<file path="config.mk">
export PLATFORM = sky130hd
export DESIGN_NAME = rcpa_ctrl
export DESIGN_NICKNAME = d
export VERILOG_FILES = /design/src/design/rudy_congestion_patch_accumulator_core_macros.svh /design/src/design/rcpa_pkg.sv /design/src/design/rcpa_ctrl.sv
export SDC_FILE = /design/constraint.sdc
export NUM_CORES = 1
export LEC_CHECK = 0
export ABC_AREA = 0
export ABC_CLOCK_PERIOD_IN_PS = 2700
export BUFFER_PORTS_ARGS = -buffer_cell sky130_fd_sc_hd__buf_4
export CAP_MARGIN = 30
export CORE_AREA = 2 2 47 49
export CTS_CLUSTER_DIAMETER = 100
export DETAILED_ROUTE_END_ITERATION = 6
export DIE_AREA = 0 0 49 51
export HOLD_SLACK_MARGIN = 0.15
export PLACE_DENSITY = 0.6
export SKIP_CTS_REPAIR_TIMING = 1
export SYNTH_ARGS = -nofsm -noshare
export SYNTH_HDL_FRONTEND = slang
export SYNTH_SLANG_ARGS = --single-unit
</file>
<file path="constraint.sdc">
create_clock -name aclk -period 2.7 [get_ports aclk]
set_input_delay 0.27 -clock aclk [delete_from_list [all_inputs] [get_ports aclk]]
set_output_delay 0.27 -clock aclk [all_outputs]
set_load 0.02 [all_outputs]
</file>
<file path="src/design/rudy_congestion_patch_accumulator_core_macros.svh">
// Assertion macros for the patch accumulator core.
`ifndef RUDY_CONGESTION_PATCH_ACCUMULATOR_CORE_MACROS_SVH
`define RUDY_CONGESTION_PATCH_ACCUMULATOR_CORE_MACROS_SVH
`ifndef SYNTHESIS
`define RCPA_ASSERT_IMPLIES(label, clk, rst_n, cond, prop, msg) \
    label: assert property (@(posedge clk) disable iff (!rst_n) (cond) |-> (prop)) \
        else $error(msg);
`define RCPA_ASSERT_NEXT(label, clk, rst_n, cond, prop, msg) \
    label: assert property (@(posedge clk) disable iff (!rst_n) (cond) |=> (prop)) \
        else $error(msg);
`else
`define RCPA_ASSERT_IMPLIES(label, clk, rst_n, cond, prop, msg)
`define RCPA_ASSERT_NEXT(label, clk, rst_n, cond, prop, msg)
`endif
`endif

</file>
<file path="src/design/rcpa_pkg.sv">
`timescale 1ns / 1ps
`default_nettype none

package rcpa_pkg;

    localparam int COORD_BITS_DEF    = 32;
    localparam int FRACTION_BITS_DEF = 24;
    localparam int SUM_BITS_DEF      = 48;

    localparam int PATCH_W    = 32;
    localparam int SPAN_W     = 32;
    localparam int AREA_W     = 2 * SPAN_W;
    localparam int DIVISOR_W  = AREA_W + SPAN_W;
    localparam int REM_W      = DIVISOR_W + 1;
    localparam int RESULT_W   = 48;
    localparam int CFG_IDX_W  = 3;
    localparam int CFG_DATA_W = 32;
    localparam int MODE_W     = 2;

    localparam logic [CFG_IDX_W-1:0] CFG_PATCH_LEFT     = 3'd0;
    localparam logic [CFG_IDX_W-1:0] CFG_PATCH_BOTTOM   = 3'd1;
    localparam logic [CFG_IDX_W-1:0] CFG_PATCH_RIGHT    = 3'd2;
    localparam logic [CFG_IDX_W-1:0] CFG_PATCH_TOP      = 3'd3;
    localparam logic [CFG_IDX_W-1:0] CFG_DIRECTION_MODE = 3'd4;

    localparam logic [MODE_W-1:0] MODE_HORIZONTAL = 2'd0;
    localparam logic [MODE_W-1:0] MODE_VERTICAL   = 2'd1;
    localparam logic [MODE_W-1:0] MODE_UNION      = 2'd2;

    typedef struct packed {
        logic signed [31:0] pin_x;
        logic signed [31:0] pin_y;
        logic               net_end;
        logic               list_end;
    } pin_t;

    typedef struct packed {
        logic [RESULT_W-1:0] rudy_value;
        logic                saturated;
    } result_t;

    typedef struct packed {
        logic pin_load;
        logic clip_en;
        logic prod_en;
        logic mul_lo_en;
        logic mul_hi_en;
        logic span_vert;
        logic div_init;
        logic div_step;
        logic add_en;
        logic emit;
    } cmd_t;

    typedef struct packed {
        logic overlap_ok;
        logic div_done;
        logic mode_vert;
        logic mode_union;
    } status_t;

endpackage

`default_nettype wire

</file>
<file path="src/design/rcpa_ctrl.sv">
`timescale 1ns / 1ps
`default_nettype none

module rcpa_ctrl (
    input  logic              aclk,
    input  logic              aresetn,
    input  logic              s_valid,
    output logic              s_ready,
    input  logic              pin_net_end,
    input  logic              pin_list_end,
    output logic              m_valid,
    input  logic              m_ready,
    input  rcpa_pkg::status_t status,
    output rcpa_pkg::cmd_t    cmd
);

    localparam logic [3:0] ST_IDLE   = 4'd0;
    localparam logic [3:0] ST_CLIP   = 4'd1;
    localparam logic [3:0] ST_PROD   = 4'd2;
    localparam logic [3:0] ST_MUL_LO = 4'd3;
    localparam logic [3:0] ST_MUL_HI = 4'd4;
    localparam logic [3:0] ST_DINIT  = 4'd5;
    localparam logic [3:0] ST_DIV    = 4'd6;
    localparam logic [3:0] ST_ADD    = 4'd7;
    localparam logic [3:0] ST_EMIT   = 4'd8;

    logic [3:0] state_reg, state_next;
    logic       list_pend_reg, list_pend_next;
    logic       second_reg, second_next;
    logic       m_valid_reg, m_valid_next;
    logic       accept, out_free;
    logic [3:0] done_state;

    assign accept     = s_valid && s_ready;
    assign out_free   = !m_valid_reg || m_ready;
    assign done_state = list_pend_reg ? ST_EMIT : ST_IDLE;
    assign s_ready    = (state_reg == ST_IDLE);
    assign m_valid    = m_valid_reg;

    always_comb begin
        state_next     = state_reg;
        list_pend_next = list_pend_reg;
        second_next    = second_reg;
        cmd            = '0;
        cmd.span_vert  = second_reg || status.mode_vert;
        case (state_reg)
            ST_IDLE: begin
                if (accept) begin
                    cmd.pin_load   = 1'b1;
                    list_pend_next = pin_list_end;
                    if (pin_net_end || pin_list_end) begin
                        state_next = ST_CLIP;
                    end
                end
            end
            ST_CLIP: begin
                cmd.clip_en = 1'b1;
                state_next  = ST_PROD;
            end
            ST_PROD: begin
                cmd.prod_en = 1'b1;
                second_next = 1'b0;
                state_next  = status.overlap_ok ? ST_MUL_LO : done_state;
            end
            ST_MUL_LO: begin
                cmd.mul_lo_en = 1'b1;
                state_next    = ST_MUL_HI;
            end
            ST_MUL_HI: begin
                cmd.mul_hi_en = 1'b1;
                state_next    = ST_DINIT;
            end
            ST_DINIT: begin
                cmd.div_init = 1'b1;
                state_next   = ST_DIV;
            end
            ST_DIV: begin
                cmd.div_step = 1'b1;
                if (status.div_done) begin
                    state_next = ST_ADD;
                end
            end
            ST_ADD: begin
                cmd.add_en = 1'b1;
                if (status.mode_union && !second_reg) begin
                    second_next = 1'b1;
                    state_next  = ST_MUL_LO;
                end else begin
                    state_next = done_state;
                end
            end
            ST_EMIT: begin
                if (out_free) begin
                    cmd.emit       = 1'b1;
                    list_pend_next = 1'b0;
                    state_next     = ST_IDLE;
                end
            end
            default: begin
                state_next = ST_IDLE;
            end
        endcase
    end

    assign m_valid_next = cmd.emit ? 1'b1 : (m_ready ? 1'b0 : m_valid_reg);

    always_ff @(posedge aclk) begin
        if (!aresetn) begin
            state_reg     <= ST_IDLE;
            list_pend_reg <= 1'b0;
            second_reg    <= 1'b0;
            m_valid_reg   <= 1'b0;
        end else begin
            state_reg     <= state_next;
            list_pend_reg <= list_pend_next;
            second_reg    <= second_next;
            m_valid_reg   <= m_valid_next;
        end
    end

endmodule

`default_nettype wire

</file>
---- After elaboration in Yosys (flattened, before gate mapping) ----
Cells that the tools add are included.
operators by class
  equality and inequality tests ........... 13
  multiplexer cells ....................... 26
  reductions and logical operators ........ 14
operators by type and width
  cell                  count
  $pmux W4 S9           1
  $mux W4               7
  $eq A4 B3 Y1 const B  4
  $mux W1               16
  $eq A4 B2 Y1 const B  2
  $ne A2 B2 Y1 const B  3
  $reduce_bool A2 Y1    3
  $eq A4 B1 Y1 const B  1
  $eq A4 B4 Y1 const B  1
  $logic_not A4 Y1      1
  $ne A2 B1 Y1 const B  2
  $pmux W1 S2           2
  $reduce_and A4 Y1     1
  $logic_or A1 B1 Y1    3
  $reduce_and A3 Y1     1
  $logic_and A1 B1 Y1   2
  $logic_not A1 Y1      2
  $reduce_and A2 Y1     1
word-level totals
  word-level logic and storage cells ...... 57
  register bits ........................... 7
  output and inout bits ................... 12
  bits of input ports ..................... 10

---- Logic depth before layout (Yosys ltp) ----
Gate-level depths: netlist of the first run.
  depth in word-level cells ............... 5
  depth in mapped cells ................... 5

---- Worst setup path after synthesis of the first run ----
OpenSTA, ideal clock, no wires.
  kind .................................... register -> output
  start ................................... register state_reg[2]
  end ..................................... output port cmd[9] (netlist name)
  path buffers ............................ 1
  data required time ...................... 2.430 ns
  stages on the path, launching flop included .. 4
  path slack .............................. 1.156 ns
  arrival time ............................ 1.274 ns
  cell sequence ........................... dfxtp_1 -> buf_6 -> nor4_2 -> and2_1
RTL lines
  what                      line              text
  start: declaration        rcpa_ctrl.sv:27   logic [3:0] state_reg, state_next;
  start signal: assignment  rcpa_ctrl.sv:114  state_reg <= state_next;
  end: declaration          rcpa_ctrl.sv:14   output rcpa_pkg::cmd_t cmd

==> results.py, run 1 <==
metrics = {
    "power": {
        "fin_total_pwr_mw": 0.288,
        "ir_worst_vdd_uv": 264,
        "p_per_area_nw_per_um2": 430,
        "p_leak_nw": 0.283,
    },
    "setup_path": {
        "r2r-start": "state_reg[2]",
        "worstSetupEndpointType": "primary output",
        "worstPathArrival_ns": 1.46,
        "rr_worst_depth": 4,
        "rrSetupSlack_ns": 1.32,
        "regToRegEndpoint": "state_reg[0]",
        "critPathLaunchType": "register",
        "crit_type": "register to primary output",
        "cp.required_ns": 2.43,
        "cp_max_fo": 13,
    },
    "yosys": {
        "syn_area_per_cell_um2": 8.00,
        "ys_ff_latch": 7,
        "netlist_instances": 63,
        "synth_nets": 73,
        "synthesis.area_um2": 504,
        "synth_cell_types": 30,
        "ys_seq_area_share_pct": 27.8,
        "ys_warn_count": 0,
    },
    "finish": {
        "final_util_pct": 32.5,
        "fin_cells": 110,
        "area_growth_pct": 33.0,
        "n_fill_cell": 236,
        "mostFrequentLayoutCell": "buf_4",
        "layout-drive-gt1-share_pct": 35.4,
        "layout_common_cells": "buf_4 (21), nor2_1 (7), dfxtp_1 (7), nor3_1 (5)",
        "largest_reg_flops": 4,
        "n_antenna_cell": 0,
        "nets": 93,
    },
    "clock_tree": {
        "cts_inserted_buffers": 3,
        "cts_max_level": 1,
        "cts_tree": "yes",
        "clock_sinks": 7,
        "cts.path.max_buffers": 2,
        "clk_pin_slew_ns": 0.05,
        "clk_latency_ns": 0.25,
        "root_buffer": "clkbuf_4",
    },
    "floorplanning": {
        "fp.dieArea_um2": 2500,
        "io_pins": 22,
        "start_util_pct": 24.4,
        "num_rows": 17,
        "die_h_um": 51,
        "die_w_um": 49,
        "core_area_um2": 2060,
    },
    "worst_hold_path": {
        "hold_path.class": "input pin to register",
        "hold_start": "aresetn",
        "holdPathStages": 2,
        "hold_path_end": "m_valid",
    },
    "timing": {
        "slew_headroom_pct": 69.3,
        "setup_tns_ns": 0,
        "max_freq_mhz": 579,
        "maxSlewViolCount": 0,
        "rsz0062_at_grt": "false",
        "setup_viol": 0,
        "setup_ws_ns": 0.972,
        "fin_skew_ns": 0.00583,
        "fin_crit_ns": 1.73,
        "finalCritPeriodShare_pct": 64.0,
        "tightest_slew_ns": 0.460,
        "final_hold_viol_count": 0,
    },
    "global_route": {
        "antenna_found_initial": 0,
        "grt_pass1_wl_um": 2010,
        "grt_usage_pct": 10.4,
        "grt_overflow_total": 0,
        "grt_pass1_vias": 461,
        "grt_max_degree": 14,
    },
    "routing": {
        "routed_wl_um": 1180,
        "wl_met2_um": 545,
        "via_per_inst": 4.71,
        "vias": 518,
        "dr.first_iter.drc_count": 10,
        "ant_nets": 0,
        "dr.max_layer_used": "met3",
        "drt_pass1_iterations": 4,
        "routedWlPerCell_um": 10.8,
        "drc": 0,
        "wl_met1_um": 580,
        "wl_met3_um": 57,
    },
    "placed_design": {
        "dp.cells": 106,
        "hpwl_um": 892,
        "dp_slack_ns": 1.22,
        "io_buffers": 21,
        "gp_congestion": 0.752,
    },
    "run_status": {
        "status": "completed",
    },
    "run": {
        "maxCapViolCount": 0,
    },
}
cells by family (layout without fill, tap and decap cells):
| logic type | count (synthesis) | after routing | synth area share [%] |
|---|---|---|---|
| XOR/XNOR | 1 | 1 | 1.74 |
| AO/OA/AOI/OAI | 13 | 13 | 19.1 |
| flip-flops | 7 | 7 | 27.8 |
| AND/OR/NAND/NOR | 34 | 34 | 39.5 |
| buffers and inverters | 8 | 27 | 11.9 |
power breakdown:
group / total, mW / internal, mW / switching (mW)
registers: 0.120 / 0.108 / 0.0120
clock network: 0.0941 / 0.0564 / 0.0377
logic: 0.0742 / 0.0377 / 0.0365
total: 0.288 / 0.202 / 0.0863
worst max-delay path by stage:
stage / end / cells past startpoint / from
floorplan: cmd[9] / 3 / state_reg[2]
CTS: cmd[9] / 3 / state_reg[3]
global placement: cmd[9] / 3 / state_reg[3]
global route: cmd[9] / 3 / state_reg[3]
detailed placement: cmd[9] / 3 / state_reg[3]
finish: cmd[9] / 3 / state_reg[3]
cells in the mapped netlist:
master	n	area (um^2)
a211o_1	1	8.76
a21boi_1	2	15.0
a21oi_1	1	5.00
a221oi_2	1	15.0
and2_1	1	6.26
and3_1	2	12.5
buf_4	4	30.0
buf_6	2	22.5
dfxtp_1	7	140
inv_1	2	7.51
nand2_1	3	11.3
nand2_2	1	6.26
nand2b_1	2	12.5
nand3_1	1	5.00
nand3b_1	1	7.51
nor2_1	7	26.3
nor2b_1	2	12.5
nor3_1	5	25.0
nor3b_1	2	15.0
nor4_1	3	18.8
nor4_2	1	12.5
nor4b_2	1	15.0
o211a_1	1	10.0
o21a_1	2	15.0
o21ai_0	2	10.0
o21ai_1	2	10.0
o21bai_1	1	7.51
or2_2	1	6.26
or3_1	1	6.26
xor2_1	1	8.76
through the flow:
step / hold slack (ns) / cell area [um^2]
after global routing: 0.287 / 671
after CTS: 0.279 / 671
after global placement: 0.473 / 644
final: 0.288 / 671
after floorplan: 0.388 / 504
after detailed placement: 0.480 / 644
worst max-delay path: stages, from the launching register on:
cell and delay (ns):
dfxtp_1 0.44, nor4_2 0.46, and2_1 0.18, buf_4 0.13
layer usage:
metal | global-route usage, % | vias up
met5 | 0 | -
met1 | 14.4 | 244
met4 | 5.71 | 0
li1 | - | 260
met2 | 14.8 | 14
met3 | 2.05 | 0
cell type report:
type	instances	area (um^2)	share of cell area [%]
multi-input combinational	48	304	45.3
timing repair buffer	21	158	23.5
sequential	7	140	20.9
tap	28	35.0	5.22
clock buffer	4	26.3	3.92
inverter	2	7.51	1.12
Note: power is estimated with default switching activity, not from simulation.
==> run 2, diff against run 1 <==
- ABC_CLOCK_PERIOD_IN_PS: 2700 -> 1410
- PLACE_DENSITY: 0.6 -> 0.62
- clock period: 2.7 -> 1.41 ns (I/O delays scaled with it)
==> run 2 against run 1 <==
  * Combinational power rose by 150%
  * Sequential share of layout area shrank 1.2 points
  * Non-clock buffer count grew 7
  * Critical path type unchanged
  * Largest power group unchanged
  * Register-to-register slack worse by 1.3 ns
  * Die area is the same
  * Sequential power is 89% higher
  * Critical endpoint is now cmd[7]
  * Flip-flop and latch count is the same
  * Wire length is 13% higher
  * Final cell count up 6.4%
  * Utilization rose by 5.2 points
  * Critical path depth grew 1
  * Power up 100%
==> results.py, run 2 (synthesis gave the netlist of run 1 again) <==
metrics = {
    "timing": {
        "max_freq_mhz": 721,
        "setup_ws_ns": 0.0225,
        "setup_viol": 0,
        "slew_headroom_pct": 76.0,
        "holdWs_ns": 0.149,
        "final_hold_viol_count": 0,
        "finalCritPeriodShare_pct": 98.4,
        "maxSlewViolCount": 0,
        "fin_crit_ns": 1.39,
        "fin_skew_ns": 0.00228,
        "tightest_slew_ns": 0.357,
    },
    "clock_tree": {
        "cts.path.max_buffers": 2,
        "root_buffer": "clkbuf_4",
        "cts_max_level": 1,
        "clk_pin_slew_ns": 0.05,
        "cts_tree": "yes",
        "clock_sinks": 7,
        "clk_latency_ns": 0.25,
        "cts_inserted_buffers": 3,
    },
    "power": {
        "ir_worst_vdd_uv": 627,
        "p_leak_nw": 0.340,
        "p_per_area_nw_per_um2": 757,
    },
    "run_status": {
        "status": "completed",
    },
    "placed_design": {
        "postPlaceCellArea_um2": 676,
        "gp_congestion": 0.741,
        "dp_slack_ns": 0.0803,
        "hpwl_um": 932,
        "io_buffers": 21,
    },
    "routing": {
        "routed_wl_um": 1340,
        "vias": 533,
        "drc": 0,
        "dr.first_iter.drc_count": 9,
        "ant_nets": 0,
        "drt_pass1_iterations": 4,
        "via_per_inst": 4.56,
        "routedWlPerCell_um": 11.5,
    },
    "floorplanning": {
        "num_rows": 17,
        "fp.dieArea_um2": 2500,
        "die_h_um": 51,
        "io_pins": 22,
        "core_area_um2": 2060,
        "start_util_pct": 24.4,
        "die_w_um": 49,
    },
    "setup_path": {
        "crit_type": "register to primary output",
        "worstSetupEndpointType": "primary output",
        "r2r-start": "state_reg[1]",
        "worstPathArrival_ns": 1.25,
        "rr_worst_depth": 5,
        "regToRegEndpoint": "state_reg[1]",
        "critPathLaunchType": "register",
        "rrSetupSlack_ns": 0.04,
        "cp.required_ns": 1.27,
        "cp_max_fo": 5,
    },
    "global_route": {
        "grt_pass1_vias": 458,
        "grt_max_degree": 14,
        "grt_pass1_wl_um": 1950,
        "grt_overflow_total": 0,
        "grt_usage_pct": 9.91,
        "antenna_found_initial": 0,
    },
    "finish": {
        "layout_common_cells": "buf_4 (27), nor2_1 (5)",
        "fin_area_um2": 777,
        "layout-drive-gt1-share_pct": 51.7,
        "nets": 100,
        "mostFrequentLayoutCell": "buf_4",
        "area_growth_pct": 54.1,
        "n_fill_cell": 214,
        "multi_input_area_um2": 342,
        "register_area_um2": 153,
        "n_antenna_cell": 0,
        "largest_reg_flops": 4,
    },
    "worst_hold_path": {
        "hold_start": "aresetn",
        "hold_path.class": "input pin to register",
        "holdPathStages": 2,
        "hold_path_end": "m_valid",
    },
    "run": {
        "maxCapViolCount": 0,
    },
}
==> run 2: changes by cell type in the layout (fill, tap and decap cells not counted), sizes merged <==
cell / before / now
buf: 21 / 28
==> run 2: final cells by class <==
class	count	area share [%]
clock buffer	4	3.38
inverter	2	0.966
multi-input combinational	48	44.0
sequential	7	19.6
tap	28	4.51
timing repair buffer	28	27.5
==> run 2: stage by stage <==
stage                     total power [mW]  TNS [ns]  instances  utilization (%)
final                                0.588         0        117             37.7
after global routing                 0.623   -0.0338        117             37.7
after CTS                            0.569    -0.789        113             34.0
after detailed placement             0.385         0        109             32.7
after global placement               0.384         0        109             32.7
after floorplan                      0.331         0         63                -
==> run 2: how the worst max path moves through the flow <==
stage	start	end	slack [ns]	cells past startpoint
2_1_floorplan	state_reg[1]	second_reg	0.02	4
3_3_place_gp	state_reg[3]	list_pend_reg	0.06	4
3_5_place_dp	state_reg[2]	state_reg[1]	0.08	4
4_1_cts	state_reg[0]	cmd[1]	-0.12	3
5_1_grt	state_reg[1]	cmd[7]	-0.03	4
6_report	state_reg[1]	cmd[7]	0.02	4
==> run 2: power by group <==
| group | internal [mW] | switching (mW) | leakage [nW] |
|---|---|---|---|
| Clock | 0.108 | 0.0693 | 0.0150 |
| Sequential | 0.206 | 0.0206 | 0.0596 |
| Combinational | 0.0979 | 0.0864 | 0.266 |
| Total | 0.412 | 0.176 | 0.340 |
==> run 2: critical path, stage by stage, from the launching register on <==
cell and delay, ns:
dfxtp_4 0.37, buf_4 0.14, nand2b_1 0.11, nor3_2 0.20
buf_4 0.19
==> run 2: per-layer routing <==
layer | vias to the layer above | global-route usage [%] | wire length (um)
met5 | - | 0 | 0
met4 | 0 | 5.71 | 0
met3 | 0 | 0.877 | 37
met2 | 10 | 15.8 | 678
met1 | 247 | 13.1 | 625
li1 | 276 | - | -
